[src/lsws_pkg.sv]
// lsws_pkg.sv: shared types, codes and defaults for the strip/window streamer
`timescale 1ns / 1ps

package lsws_pkg;

    // default geometry
    localparam int DEF_PANEL_WIDTH  = 240;
    localparam int DEF_PANEL_HEIGHT = 135;
    localparam int DEF_STRIP_ROWS   = 8;

    // configuration register reset values
    localparam logic [15:0] COLUMN_OFFSET_RST = 16'd40;
    localparam logic [15:0] ROW_OFFSET_RST    = 16'd53;

    // configuration register indexes
    localparam int CFG_INDEX_W = 2;
    localparam logic [CFG_INDEX_W-1:0] REG_COLUMN_OFFSET = 2'd0;
    localparam logic [CFG_INDEX_W-1:0] REG_ROW_OFFSET    = 2'd1;

    // panel commands
    localparam logic [7:0] CMD_COLUMN_SET   = 8'h2a;
    localparam logic [7:0] CMD_ROW_SET      = 8'h2b;
    localparam logic [7:0] CMD_MEMORY_WRITE = 8'h2c;

    // result kind and data/command flag
    localparam logic KIND_BYTE   = 1'b0;
    localparam logic KIND_STATUS = 1'b1;
    localparam logic DC_COMMAND  = 1'b0;
    localparam logic DC_DATA     = 1'b1;

    typedef enum logic [1:0] {
        STATUS_OK      = 2'd0,
        STATUS_INVALID = 2'd1,
        STATUS_BUSY    = 2'd2,
        STATUS_STRAY   = 2'd3
    } status_t;

    // what the emitter has to send for one transaction
    typedef enum logic [1:0] {
        JOB_STATUS = 2'd0,
        JOB_PIXEL  = 2'd1,
        JOB_WINDOW = 2'd2
    } job_kind_t;

    typedef struct packed {
        job_kind_t   jkind;
        status_t     code;
        logic [15:0] pixel;
        logic [15:0] x0;
        logic [15:0] x1;
        logic [15:0] y0;
        logic [15:0] y1;
    } job_t;

endpackage

[src/lsws_ctrl.sv]
// lsws_ctrl.sv: request checking, window pointer tracking and job decode
`timescale 1ns / 1ps

module lsws_ctrl #(
    parameter int PANEL_WIDTH  = lsws_pkg::DEF_PANEL_WIDTH,
    parameter int PANEL_HEIGHT = lsws_pkg::DEF_PANEL_HEIGHT,
    parameter int STRIP_ROWS   = lsws_pkg::DEF_STRIP_ROWS
) (
    input  logic                             clk,
    input  logic                             rst_n,
    input  logic                             accept,
    input  logic                             func,
    input  logic [8:0]                       left_col,
    input  logic [7:0]                       top_row,
    input  logic [8:0]                       width_cols,
    input  logic [3:0]                       height_rows,
    input  logic [15:0]                      pixel_word,
    input  logic                             cfg_write,
    input  logic [lsws_pkg::CFG_INDEX_W-1:0] cfg_index,
    input  logic [15:0]                      cfg_data,
    output lsws_pkg::job_t                   job
);
    import lsws_pkg::*;

    localparam int PL_W = $clog2(PANEL_WIDTH * STRIP_ROWS + 1);

    logic [15:0]     column_offset_reg;
    logic [15:0]     row_offset_reg;
    logic            pointer_valid_reg, pointer_valid_next;
    logic [7:0]      pointer_row_reg, pointer_row_next;
    logic [PL_W-1:0] pixels_left_reg, pixels_left_next;

    logic            busy;
    logic            invalid;
    logic            strip;
    logic            need_window;
    logic [9:0]      x_end;
    logic [8:0]      y_end;
    logic [12:0]     pix_count;
    logic [15:0]     x0, y0;

    // bounds and path checks
    always_comb
    begin
        busy      = (pixels_left_reg != '0);
        x_end     = {1'b0, left_col} + {1'b0, width_cols};
        y_end     = {1'b0, top_row} + {5'b0, height_rows};
        invalid   = (width_cols == '0) || (x_end > 10'(PANEL_WIDTH)) ||
                    (height_rows == '0) || (height_rows > 4'(STRIP_ROWS)) ||
                    (y_end > 9'(PANEL_HEIGHT));
        strip     = (width_cols == 9'(PANEL_WIDTH));
        need_window = !strip || !pointer_valid_reg || (pointer_row_reg != top_row);
        pix_count = {4'b0, width_cols} * {9'b0, height_rows};
        x0        = column_offset_reg + {7'b0, left_col};
        y0        = row_offset_reg + {8'b0, top_row};
    end

    // job decode and next state
    always_comb
    begin
        job.jkind = JOB_STATUS;
        job.code  = STATUS_OK;
        job.pixel = pixel_word;
        job.x0    = x0;
        job.x1    = x0 + {7'b0, width_cols} - 16'd1;
        job.y0    = y0;
        job.y1    = strip ? (row_offset_reg + 16'(PANEL_HEIGHT - 1))
                          : (y0 + {12'b0, height_rows} - 16'd1);
        pointer_valid_next = pointer_valid_reg;
        pointer_row_next   = pointer_row_reg;
        pixels_left_next   = pixels_left_reg;
        if (func)
        begin
            if (busy)
            begin
                job.jkind        = JOB_PIXEL;
                pixels_left_next = pixels_left_reg - PL_W'(1);
            end
            else
            begin
                job.code = STATUS_STRAY;
            end
        end
        else if (busy)
        begin
            job.code = STATUS_BUSY;
        end
        else if (invalid)
        begin
            job.code = STATUS_INVALID;
        end
        else
        begin
            if (need_window)
            begin
                job.jkind = JOB_WINDOW;
            end
            pixels_left_next = PL_W'(pix_count);
            if (strip && (y_end < 9'(PANEL_HEIGHT)))
            begin
                pointer_valid_next = 1'b1;
                pointer_row_next   = y_end[7:0];
            end
            else
            begin
                pointer_valid_next = 1'b0;
            end
        end
    end

    // session state
    always_ff @(posedge clk or negedge rst_n)
    begin
        if (!rst_n)
        begin
            pointer_valid_reg <= 1'b0;
            pointer_row_reg   <= '0;
            pixels_left_reg   <= '0;
        end
        else if (accept)
        begin
            pointer_valid_reg <= pointer_valid_next;
            pointer_row_reg   <= pointer_row_next;
            pixels_left_reg   <= pixels_left_next;
        end
    end

    // configuration registers
    always_ff @(posedge clk or negedge rst_n)
    begin
        if (!rst_n)
        begin
            column_offset_reg <= COLUMN_OFFSET_RST;
            row_offset_reg    <= ROW_OFFSET_RST;
        end
        else if (cfg_write)
        begin
            case (cfg_index)
                REG_COLUMN_OFFSET: column_offset_reg <= cfg_data;
                REG_ROW_OFFSET:    row_offset_reg    <= cfg_data;
                default:           ;
            endcase
        end
    end

endmodule

[src/lsws_emit.sv]
// lsws_emit.sv: job slot and output register that serialize results
`timescale 1ns / 1ps

module lsws_emit (
    input  logic           clk,
    input  logic           rst_n,
    input  logic           job_load,
    input  lsws_pkg::job_t job_in,
    output logic           job_ready,
    output logic           out_valid,
    input  logic           out_ready,
    output logic           kind,
    output logic [7:0]     wire_byte,
    output logic           dc_flag,
    output logic [1:0]     status,
    output logic           last
);
    import lsws_pkg::*;

    localparam logic [3:0] PIXEL_LAST  = 4'd1;

    job_t       job_reg;
    logic       job_valid_reg;
    logic [3:0] idx_reg, idx_next;
    logic       out_valid_reg;
    logic       kind_reg, kind_next;
    logic [7:0] byte_reg, byte_next;
    logic       dc_reg, dc_next;
    logic [1:0] status_reg, status_next;
    logic       last_reg, last_next;
    logic       load;

    // pick the result at the current index of the job
    always_comb
    begin
        kind_next   = KIND_BYTE;
        byte_next   = '0;
        dc_next     = DC_DATA;
        status_next = STATUS_OK;
        last_next   = 1'b0;
        case (job_reg.jkind)
            JOB_PIXEL:
            begin
                byte_next = (idx_reg == '0) ? job_reg.pixel[15:8] : job_reg.pixel[7:0];
                last_next = (idx_reg == PIXEL_LAST);
            end
            JOB_WINDOW:
            begin
                case (idx_reg)
                    4'd0:
                    begin
                        byte_next = CMD_COLUMN_SET;
                        dc_next   = DC_COMMAND;
                    end
                    4'd1:    byte_next = job_reg.x0[15:8];
                    4'd2:    byte_next = job_reg.x0[7:0];
                    4'd3:    byte_next = job_reg.x1[15:8];
                    4'd4:    byte_next = job_reg.x1[7:0];
                    4'd5:
                    begin
                        byte_next = CMD_ROW_SET;
                        dc_next   = DC_COMMAND;
                    end
                    4'd6:    byte_next = job_reg.y0[15:8];
                    4'd7:    byte_next = job_reg.y0[7:0];
                    4'd8:    byte_next = job_reg.y1[15:8];
                    4'd9:    byte_next = job_reg.y1[7:0];
                    4'd10:
                    begin
                        byte_next = CMD_MEMORY_WRITE;
                        dc_next   = DC_COMMAND;
                    end
                    default:
                    begin
                        kind_next = KIND_STATUS;
                        dc_next   = DC_COMMAND;
                        last_next = 1'b1;
                    end
                endcase
            end
            default:
            begin
                kind_next   = KIND_STATUS;
                dc_next     = DC_COMMAND;
                status_next = job_reg.code;
                last_next   = 1'b1;
            end
        endcase
    end

    // advance when the output register is free or being drained
    assign load      = job_valid_reg && (!out_valid_reg || out_ready);
    assign job_ready = !job_valid_reg || (load && last_next);
    assign idx_next  = idx_reg + 4'd1;

    // job slot
    always_ff @(posedge clk or negedge rst_n)
    begin
        if (!rst_n)
        begin
            job_valid_reg <= 1'b0;
            idx_reg       <= '0;
        end
        else if (job_load)
        begin
            job_valid_reg <= 1'b1;
            idx_reg       <= '0;
        end
        else if (load)
        begin
            job_valid_reg <= !last_next;
            idx_reg       <= idx_next;
        end
    end

    always_ff @(posedge clk)
    begin
        if (job_load)
        begin
            job_reg <= job_in;
        end
    end

    // output register control
    always_ff @(posedge clk or negedge rst_n)
    begin
        if (!rst_n)
        begin
            out_valid_reg <= 1'b0;
        end
        else if (load)
        begin
            out_valid_reg <= 1'b1;
        end
        else if (out_ready)
        begin
            out_valid_reg <= 1'b0;
        end
    end

    // output register payload
    always_ff @(posedge clk)
    begin
        if (load)
        begin
            kind_reg   <= kind_next;
            byte_reg   <= byte_next;
            dc_reg     <= dc_next;
            status_reg <= status_next;
            last_reg   <= last_next;
        end
    end

    assign out_valid = out_valid_reg;
    assign kind      = kind_reg;
    assign wire_byte = byte_reg;
    assign dc_flag   = dc_reg;
    assign status    = status_reg;
    assign last      = last_reg;

endmodule

[src/lcd_strip_window_streamer_core.sv]
// lcd_strip_window_streamer_core.sv: top level of the strip/window streamer
`timescale 1ns / 1ps

// Input channel (in_valid/in_ready) takes draw requests (func 0) and pixel
// words (func 1). Output channel (out_valid/out_ready) delivers one result
// per transaction: a panel byte with its command/data flag, or a status
// report; last marks the final result of each input transaction.
// Window opening yields 11 bytes then a status (12 results), a pixel yields
// two bytes high first, every other input yields one status result.
// An input is held in the job slot; its results are registered in the output register.
// Throughput: one result per cycle from the output register while the receiver
// does not stall. An input holds the single job slot in front of the output
// register until its last result is loaded, which sets the input rate; the
// next input is taken in the cycle its predecessor's last result is loaded.
// Configuration port (cfg_valid/cfg_ready) is always ready; index 0 writes
// the column offset, index 1 the row offset, others are ignored.
// Reset clears the session (no open window pointer, no pixels pending) and
// loads offsets 40 and 53. A receiver stall holds the output register and,
// once the job slot is full, drops in_ready.
module lcd_strip_window_streamer_core #(
    parameter int PANEL_WIDTH  = lsws_pkg::DEF_PANEL_WIDTH,
    parameter int PANEL_HEIGHT = lsws_pkg::DEF_PANEL_HEIGHT,
    parameter int STRIP_ROWS   = lsws_pkg::DEF_STRIP_ROWS
) (
    input  logic                             clk,
    input  logic                             rst_n,
    input  logic                             in_valid,
    output logic                             in_ready,
    input  logic                             func,
    input  logic [8:0]                       left_col,
    input  logic [7:0]                       top_row,
    input  logic [8:0]                       width_cols,
    input  logic [3:0]                       height_rows,
    input  logic [15:0]                      pixel_word,
    output logic                             out_valid,
    input  logic                             out_ready,
    output logic                             kind,
    output logic [7:0]                       wire_byte,
    output logic                             dc_flag,
    output logic [1:0]                       status,
    output logic                             last,
    input  logic                             cfg_valid,
    output logic                             cfg_ready,
    input  logic [lsws_pkg::CFG_INDEX_W-1:0] cfg_index,
    input  logic [15:0]                      cfg_data
);
    import lsws_pkg::*;

    job_t job;
    logic accept;

    assign accept    = in_valid && in_ready;
    assign cfg_ready = 1'b1;

    // decode and session state
    lsws_ctrl #(
        .PANEL_WIDTH  (PANEL_WIDTH),
        .PANEL_HEIGHT (PANEL_HEIGHT),
        .STRIP_ROWS   (STRIP_ROWS)
    ) u_ctrl (
        .clk         (clk),
        .rst_n       (rst_n),
        .accept      (accept),
        .func        (func),
        .left_col    (left_col),
        .top_row     (top_row),
        .width_cols  (width_cols),
        .height_rows (height_rows),
        .pixel_word  (pixel_word),
        .cfg_write   (cfg_valid),
        .cfg_index   (cfg_index),
        .cfg_data    (cfg_data),
        .job         (job)
    );

    // result serializer
    lsws_emit u_emit (
        .clk       (clk),
        .rst_n     (rst_n),
        .job_load  (accept),
        .job_in    (job),
        .job_ready (in_ready),
        .out_valid (out_valid),
        .out_ready (out_ready),
        .kind      (kind),
        .wire_byte (wire_byte),
        .dc_flag   (dc_flag),
        .status    (status),
        .last      (last)
    );

endmodule

[config.mk]
export PLATFORM = sky130hd
export DESIGN_NAME = lcd_strip_window_streamer_core
export DESIGN_NICKNAME = d
export VERILOG_FILES = /design/src/lsws_pkg.sv /design/src/lsws_ctrl.sv /design/src/lsws_emit.sv /design/src/lcd_strip_window_streamer_core.sv
export SDC_FILE = /design/constraint.sdc
export NUM_CORES = 1
export LEC_CHECK = 0
export BUFFER_PORTS_ARGS = -buffer_cell sky130_fd_sc_hd__buf_2
export CAP_MARGIN = 20
export CORE_ASPECT_RATIO = 0.9
export CORE_MARGIN = 5
export CORE_UTILIZATION = 45
export CTS_CLUSTER_SIZE = 8
export DETAILED_ROUTE_END_ITERATION = 7
export PLACE_DENSITY = 0.66
export SLEW_MARGIN = 5
export SYNTH_ARGS = -nofsm -noshare
export SYNTH_HDL_FRONTEND = slang
export SYNTH_SLANG_ARGS = --single-unit
[constraint.sdc]
create_clock -name clk -period 6.7 [get_ports clk]
set_clock_uncertainty 0.2 [all_clocks]
set_input_delay 1.34 -clock clk [delete_from_list [all_inputs] [get_ports clk]]
set_output_delay 1.34 -clock clk [all_outputs]
set_load 0.02 [all_outputs]
# Yosys cells after proc, flatten, opt, wreduce, memory -nomap -nowiden
# Cells that the tools add are included.
[totals] in_bits=70 out_inout_bits=16 register_bits=155
[op_classes] reduce_logical=32 bitwise=3 eq_ne=18 n_lt_le_gt_ge=4 addsub=11 multipliers=1 n_mux=28
[ops] operator="8-bit one-hot mux with 11 select lines" count=1
[ops] operator="11-bit 2-to-1 mux" count=4
[ops] operator="16-bit by 9-bit adder with 16-bit output" count=2
[ops] operator="16-bit by 1-bit subtractor with 16-bit output (second input constant)" count=2
[ops] operator="16-bit by 4-bit adder with 16-bit output" count=1
[ops] operator="16-bit by 8-bit adder with 16-bit output" count=1
[ops] operator="16-bit by 8-bit adder with 16-bit output (second input constant)" count=1
[ops] operator="4-bit by 3-bit == test with 1-bit output (second input constant)" count=4
[ops] operator="16-bit 2-to-1 mux" count=1
[ops] operator="8-bit one-hot mux with 2 select lines" count=1
[ops] operator="4-bit == test (second input constant)" count=3
[ops] operator="4-bit 2-to-1 mux" count=3
[ops] operator="9-bit by 4-bit multiplier with 11-bit output" count=1
[ops] operator="11-bit nonzero test" count=1
[ops] operator="11-bit OR reduction" count=1
[ops] operator="11-bit by 1-bit subtractor with 11-bit output (second input constant)" count=1
[ops] operator="9-bit by 9-bit adder with 10-bit output" count=1
[ops] operator="10-bit by 8-bit > comparator with 1-bit output (second input constant)" count=1
[ops] operator="2-bit 2-to-1 mux" count=5
[ops] operator="8-bit by 4-bit adder with 9-bit output" count=1
[ops] operator="9-bit by 8-bit == test with 1-bit output (second input constant)" count=1
[ops] operator="9-bit by 8-bit > comparator with 1-bit output (second input constant)" count=1
[ops] operator="9-bit logical NOT" count=1
[ops] operator="9-bit by 8-bit less-than comparator with 1-bit output (second input constant)" count=1
[ops] operator="other kinds (24)" count=57

# Depth between registers and ports, before layout
# Gate-level depths: netlist of run 1.
[depth] depth_word=9 mapped_depth=18 depth_no_buf=18

# Cells and area by module
# A second synthesis of run 1 with hierarchy kept.
[unflattened] hier_cells=1084 hier_area_um2=11046.8
[by_module_without_submodules] mod="lsws_ctrl" area_per_inst_um2=6869.1 cells_per_inst=822 seq_area_each_um2=1308.8 instances=1
[by_module_without_submodules] mod="lsws_emit" area_per_inst_um2=4160.2 cells_per_inst=259 seq_area_each_um2=3062.9 instances=1
[by_module_without_submodules] mod="lcd_strip_window_streamer_core" area_per_inst_um2=17.5 cells_per_inst=3 seq_area_each_um2=0.0 instances=1

# Worst setup path before layout of run 1
# No wires, ideal clock.
[synth_path] kind="input to register" from="input port left_col[0]" to="register u_emit.job_reg[47] (netlist name), data pin" arrival_time_ns=4.512 setup_time_ns=0.260 stages=18 slack_ns=1.728 n_path_buf=0 required_time_ns=6.240 path_cell_list="ha_1 > fa_1 > a211oi_1 > o21bai_1 > a31oi_1 > nor2b_1 > nor2_1 > xnor2_1 > inv_1 > ha_1 > inv_1 > ha_1 > nand3_1 > a211oi_1 > nor3_1 > o41ai_1 > xor2_1 > xnor2_1"
[synth_lines] item="from (decl)" line_no="lcd_strip_window_streamer_core.sv:30" source="input logic [8:0] left_col,"
[synth_lines] item="to (signal assigned)" line_no="lsws_emit.sv:120" source="job_reg <= job_in;"
[synth_lines] item="to (decl)" line_no="lsws_emit.sv:22" source="job_t job_reg;"

==> results.yml, run 1 <==
status:
  status: "complete, no violations"
grt:
  met3_usage_pct: 3.48
  grt_pass1_vias: 7784
  top_usage_layer: "met2"
  grt_pass1_wl_mm: 42.6
  antenna_found_initial: 0
  use_met2_pct: 30.7
  grt_use_met1_pct: 28.4
  grt_use_total_pct: 19.8
  grt_max_degree: 63
  overflow: 0
pwr:
  vdd.ir_drop.worst_uv: 201
  comb_power_share_pct: 44.3
  p_per_area_nw_per_um2: 391
  seqPwrFrac_pct: 33.0
  clkPwrFrac_pct: 22.7
  internal-power_w: 0.00296
  power.switching_w: 0.00181
  switching_share_pct: 37.9
  p_leak_nw: 5.30
synth:
  yosysTopAreaCell: "edfxtp_1"
  syn_nets: 1239
  synth-edff-count: 97
  yosys_warnings: 0
  synth_top_cell_area_share_pct: 26.9
  seq_area_frac_synth_pct: 40.4
  synth-main-ff-cell: "edfxtp_1"
  netlist_instances: 1058
  ys_top_cells_by_area: "edfxtp_1, dfrtp_1, ha_1, xnor2_1, mux2_2"
  synth_area_um2: 10800
  avgSynthCellArea_um2: 10.2
  synth-seq-cells: 155
  synth-async-reset-ratio_pct: 37.4
  synth.distinct_cells: 74
hold_path:
  holdCritPathClass: "reg2reg"
layout:
  drive_above_1_share_pct: 17.0
  register_area_um2: 4370
  final_nets: 1311
  final_cell_mix: "inv_1, edfxtp_1, ha_1"
  fillerInstances: 2131
  multi_input_area_um2: 5910
  final_common_cell: "inv_1"
  syn_to_final_growth_pct: 12.5
  diodes: 0
  largest_reg_flops: 84
worst_setup_path:
  cp_data_required_time_ns: 6.68
  critPathLaunchType: "primary input"
  crit_arrival_ns: 5.04
  cpPeakStageDelay_ns: 0.49
  crit_top_cell: "ha_1"
  cp_slowest_cell: "o41ai_1"
  crit_path_end_kind: "flip-flop"
  crit_path_cell_trace: "buf_2 -> ha_1 -> a21o_1 -> a211oi_1 -> nor2_1 -> o41ai_1 -> xnor2_1 -> inv_1 -> ha_1 -> inv_1 -> ha_1 -> o21a_1 -> nor2_1 -> a211oi_1 -> nor3_1 -> o41ai_1 -> xor2_1 -> xnor2_1"
  path_max_fanout: 4
  timing_worst_setup_path_type: "in2reg"
sta:
  tightestPinTransition_ns: 0.958
  fin_crit_ns: 5.07
  slew_violations: 0
  rsz0062_at_grt: "no"
  whs_ns: 0.315
  hold_violations: 0
  finalSetupTns_ns: 0
  finalSetupViolCount: 0
  max_freq_mhz: 197
  max-slew-margin-rel_pct: 35.3
  finalCritPeriodShare_pct: 75.6
routing:
  wl_mm: 26.3
  vias_per_cell: 5.60
  wire_per_inst_um: 18.2
  drt_iter0_drc: 618
  first_pass_iters: 7
  drtAntennaViolNets: 0
  route.detailed.drc: 0
  num_vias: 8087
floorplanning:
  pin_count: 86
  rows: 53
  die_x_um: 174
  dieArea_um2: 27300
  start_util_pct: 46.0
  fp.dieH_um: 157
  core-area_um2: 23500
job:
  drv_cap: 0
clock_network:
  htree_levels: 4
  post_cts_resized: 0
  cts_inserted_buffers: 17
  path_clk_slew_ns: 0.06
  cts_setup_buffers: 0
  ctsHoldBuffers: 0
  cts_tree: "yes"
  ctsRootBufferMaster: "clkbuf_16"
  clock_latency_ns: 0.43
  numClockSinks: 155
  cts_buffer_depth: 2
placement:
  dpl.hpwl_mm: 20.2
  port_buffers: 84
  place_congestion: 0.873
[worst paths after layout]
kind                                                   from                          end  slack [ns]  cells past startpoint
worst min-delay path            u_ctrl.column_offset_reg[7]  u_ctrl.column_offset_reg[7]        0.32                      1
min in group asynchronous                             rst_n    u_ctrl.pixels_left_reg[6]        0.88                      2
worst min register to register  u_ctrl.column_offset_reg[7]  u_ctrl.column_offset_reg[7]        0.32                      1
worst max register to register  u_ctrl.column_offset_reg[1]           u_emit.job_reg[47]        2.28                     17
max in group asynchronous                             rst_n    u_ctrl.row_offset_reg[13]        4.89                      2
worst max-delay path                            left_col[1]           u_emit.job_reg[47]        1.63                     18
[cell usage after synthesis, types with 8 or more instances]
master and instances:
a211oi_1 15, mux2_4 8, nand2_1 67, o211ai_1 9, nor2_1 84, nor3_1 20
inv_1 111, edfxtp_1 97, dfrtp_1 52, a31oi_1 15, fa_1 20, o21bai_1 8
nor2b_1 9, xnor2_1 60, a21o_1 17, nand2b_1 13, and2_1 9, nand3_1 12
clkbuf_1 27, a221oi_1 14, o21ai_0 42, mux2_2 43, a21oi_1 50, ha_1 91
a22oi_1 9, xor2_1 38
[critical path: cells and delay by family]
kind / cells / cell delay [ns]
buf+inv: 3 / 0.24
compound gates: 6 / 1.79
xor+xnor: 3 / 0.49
simple gates: 3 / 0.27
fa+ha+maj: 3 / 0.90
[final cells by class]
cell class / instances / share of cell area, %
Multi-Input combinational cell: 755 / 48.5
Sequential cell: 155 / 35.9
Timing Repair Buffer: 89 / 3.76
Clock buffer: 18 / 3.52
Inverter: 112 / 3.45
Tap cell: 302 / 3.10
Clock inverter: 14 / 1.79
[routing by layer]
metal	wire [um]	up-vias
li1	-	3921
met1	12100	3844
met2	11600	285
met3	1990	37
met4	532	0
met5	0	-
[power groups by stage]
stage / registers [W] / logic (W) / clock network (W)
2_1_floorplan: 0.00153 / 0.00161 / 0
3_3_place_gp: 0.00158 / 0.00205 / 0
3_5_place_dp: 0.00158 / 0.00209 / 0
4_1_cts: 0.00157 / 0.00211 / 0.00110
5_1_grt: 0.00159 / 0.00237 / 0.00115
6_report: 0.00157 / 0.00211 / 0.00108
[through the flow]
| stage | instance area, um2 | instances | utilization (%) | setup WS (ns) | power [W] |
|---|---|---|---|---|---|
| after detailed placement | 11500 | 1413 | 49.0 | 1.20 | 0.00367 |
| after global placement | 11500 | 1413 | 49.0 | 1.30 | 0.00363 |
| after global routing | 12200 | 1445 | 51.7 | 1.33 | 0.00511 |
| after floorplan | 10800 | 1058 | - | 1.73 | 0.00314 |
| final | 12200 | 1445 | 51.7 | 1.63 | 0.00476 |
| after CTS | 12200 | 1445 | 51.7 | 1.64 | 0.00478 |
[cell families (layout without fill, tap and decap cells)]
family	count (synthesis)	in the layout	share of synthesized area [%]
buffers and inverters	148	233	5.34
multiplexers	57	57	6.13
AND/OR/NAND/NOR	260	260	11.7
AO/OA/AOI/OAI	227	227	14.1
other	1	1	0.0346
adder cells (fa/ha/maj)	111	111	14.2
XOR/XNOR	99	99	8.14
flip-flops	155	155	40.4
Note: power is estimated with default switching activity, not from simulation.
==> run 2: changes to the inputs <==
Settings changed: ABC_AREA from default to 1, PLACE_DENSITY 0.66 to 0.68.
Clock period 6.7 ns to 4.49 ns, I/O delays scaled along.
==> results.yml, run 2 <==
status:
  status: "complete, no violations"
synth:
  synth.distinct_cells: 54
  synth.most_common_cell: "nand2_1"
  syn_nets: 1618
  synth_top_cell_area_share_pct: 25.5
  yosys_warnings: 0
  synth-seq-cells: 155
  synth_area_um2: 11400
  synth-main-ff-cell: "edfxtp_1"
  synth-edff-count: 97
  synthTopCellsByCount: "nand2_1, inv_1, edfxtp_1"
  seq_area_frac_synth_pct: 38.2
  synth.area.mux_share_pct: 0.0875
  synth-xor-area-share_pct: 4.75
  yosys.area_share.simple_pct: 23.3
  synth-async-reset-ratio_pct: 37.4
  synthAdderAreaFrac_pct: 13.5
  netlist_instances: 1437
  avgSynthCellArea_um2: 7.96
  ys_top_cells_by_area: "edfxtp_1, nand2_1, dfrtp_1, ha_1, inv_1"
  yosysTopAreaCell: "edfxtp_1"
  synth_compound_area_share_pct: 10.8
  synth_top_family_by_area: "simple AND/OR/NAND/NOR gates"
layout:
  diodes: 0
  finalInstanceArea_um2: 12900
  syn_to_final_growth_pct: 13.1
  layout.cells.non_filler: 1885
  final_nets: 1711
  final_cell_mix: "nand2_1, inv_1, edfxtp_1"
  final_common_cell: "nand2_1"
  drive_above_1_share_pct: 10.8
  largest_reg_flops: 84
clock_network:
  cts_setup_buffers: 0
  post_cts_resized: 0
  ctsHoldBuffers: 0
  path_clk_slew_ns: 0.08
  cts_buffer_depth: 2
  htree_levels: 4
  cts_tree: "yes"
  cts_inserted_buffers: 17
  numClockSinks: 155
  ctsRootBufferMaster: "clkbuf_16"
  clock_latency_ns: 0.44
sta:
  finalSetupViolCount: 0
  hold_violations: 0
  tightestPinTransition_ns: 0.905
  max-slew-margin-rel_pct: 39.5
  slew_violations: 0
  fin_crit_ns: 4.00
  finalSetupTns_ns: 0
  rsz0062_at_grt: "no"
  finalCritPeriodShare_pct: 89.0
  max_freq_mhz: 250
worst_setup_path:
  crit_arrival_ns: 3.99
  path_max_fanout: 5
  crit_path_end_kind: "flip-flop"
  critPathLaunchType: "primary input"
  r2r.worst_path.cells: 17
  cp_data_required_time_ns: 4.48
  timing_worst_setup_path_type: "in2reg"
hold_path:
  holdCritPathClass: "reg2reg"
  min_path_cells: 2
placement:
  port_buffers: 84
  dpl-instance-area_um2: 12300
  place_congestion: 0.965
  dpl.hpwl_mm: 24.3
  placed_cells: 1852
grt:
  grt_max_degree: 54
  grt_use_total_pct: 21.6
  grt_pass1_vias: 9401
  antenna_found_initial: 0
  overflow: 0
  grt_pass1_wl_mm: 49.1
pwr:
  clkPwrFrac_pct: 21.1
  comb_power_share_pct: 45.7
  p_leak_nw: 6.52
  p_per_area_nw_per_um2: 557
  vdd.ir_drop.worst_uv: 268
  internal-power_w: 0.00408
  seqPwrFrac_pct: 33.2
  power.switching_w: 0.00312
  switching_share_pct: 43.4
routing:
  num_vias: 10030
  first_pass_iters: 5
  drt_iter0_drc: 893
  vias_per_cell: 5.32
  wire_per_inst_um: 16.3
  wl_mm: 30.7
  route.detailed.drc: 0
  drtAntennaViolNets: 0
floorplanning:
  fp.dieH_um: 161
  pin_count: 86
  dieArea_um2: 28700
  start_util_pct: 45.5
  die_x_um: 178
  rows: 55
  core-area_um2: 25100
job:
  drv_cap: 0
## run 2: cell count changes after synthesis, moves of 22 or more
cell	before	now
a21oi_1	50	73
inv_1	111	238
mux2_2	43	0
nand2_1	67	376
nand3_1	12	75
nand4_1	7	29
o21ai_0	42	88
xnor2_1	60	14
## run 2: cell families (layout without fill, tap and decap cells)
group                      after synthesis  in the layout
adders and majority gates              111            111
xor gates and xnor gates                62             62
AOI/OAI and AO/OA                      217            217
DFF                                    155            155
buffers and inverters                  273            379
muxes                                    1              1
other                                    1              1
and+or+nand+nor                        617            617
## run 2: cell type report
cell class                      instances  area [um2]
Tap cell                              342         428
Sequential cell                       155        4370
Inverter                              247         928
Timing Repair Buffer                  100         561
Clock inverter                         15         206
Clock buffer                           17         425
Fill cell                            2401       12200
Multi-Input combinational cell       1009        6010
## run 2: metrics by stage
| step | setup WS [ns] | hold WS, ns | total power, W | util [%] |
|---|---|---|---|---|
| after detailed placement | 0.0697 | 0.267 | 0.00564 | 48.9 |
| after floorplan | 0.502 | 0.242 | 0.00470 | - |
| after global placement | 0.171 | 0.258 | 0.00556 | 48.9 |
| after global routing | 0.0971 | 0.309 | 0.00773 | 51.5 |
| after CTS | 0.540 | 0.285 | 0.00718 | 51.4 |
| final | 0.494 | 0.282 | 0.00720 | 51.5 |
## run 2: worst paths after layout
check	start	to	slack, ns
setup / recovery	left_col[3]	u_emit.job_reg[46]	0.49
hold / removal	u_ctrl.pixels_left_reg[1]	u_ctrl.pixels_left_reg[1]	0.28
setup reg to reg	u_ctrl.column_offset_reg[3]	u_emit.job_reg[46]	0.66
hold reg to reg	u_ctrl.pixels_left_reg[1]	u_ctrl.pixels_left_reg[1]	0.28
max in group asynchronous	rst_n	u_ctrl.row_offset_reg[13]	3.00
min in group asynchronous	rst_n	u_emit.idx_reg[2]	0.31
## run 2: layer usage
layer | wire length [um] | GRT usage, %
met5 | 0 | 0
met3 | 2140 | 3.18
met4 | 486 | 4.96
met2 | 13800 | 33.4
met1 | 14300 | 32.0
## run 2: critical path, cell delays in order
cell and delay (ns):
buf_2 0.11, ha_1 0.36, inv_1 0.09, nor3_1 0.20
nand2_1 0.09, o211ai_1 0.18, xor2_1 0.21, inv_1 0.07
ha_1 0.27, inv_1 0.04, ha_1 0.34, nand2_1 0.08
o21ai_0 0.17, a21oi_1 0.09, o21ai_0 0.40, nand3_1 0.11
o21ai_0 0.20, xor2_1 0.09
## run 2: power groups by stage
| stage | logic [W] | clock network, W | registers (W) |
|---|---|---|---|
| global placement | 0.00315 | 0 | 0.00241 |
| detailed placement | 0.00323 | 0 | 0.00242 |
| finish | 0.00329 | 0.00152 | 0.00239 |
| CTS | 0.00325 | 0.00154 | 0.00239 |
| floorplan | 0.00232 | 0 | 0.00238 |
| global route | 0.00369 | 0.00160 | 0.00243 |
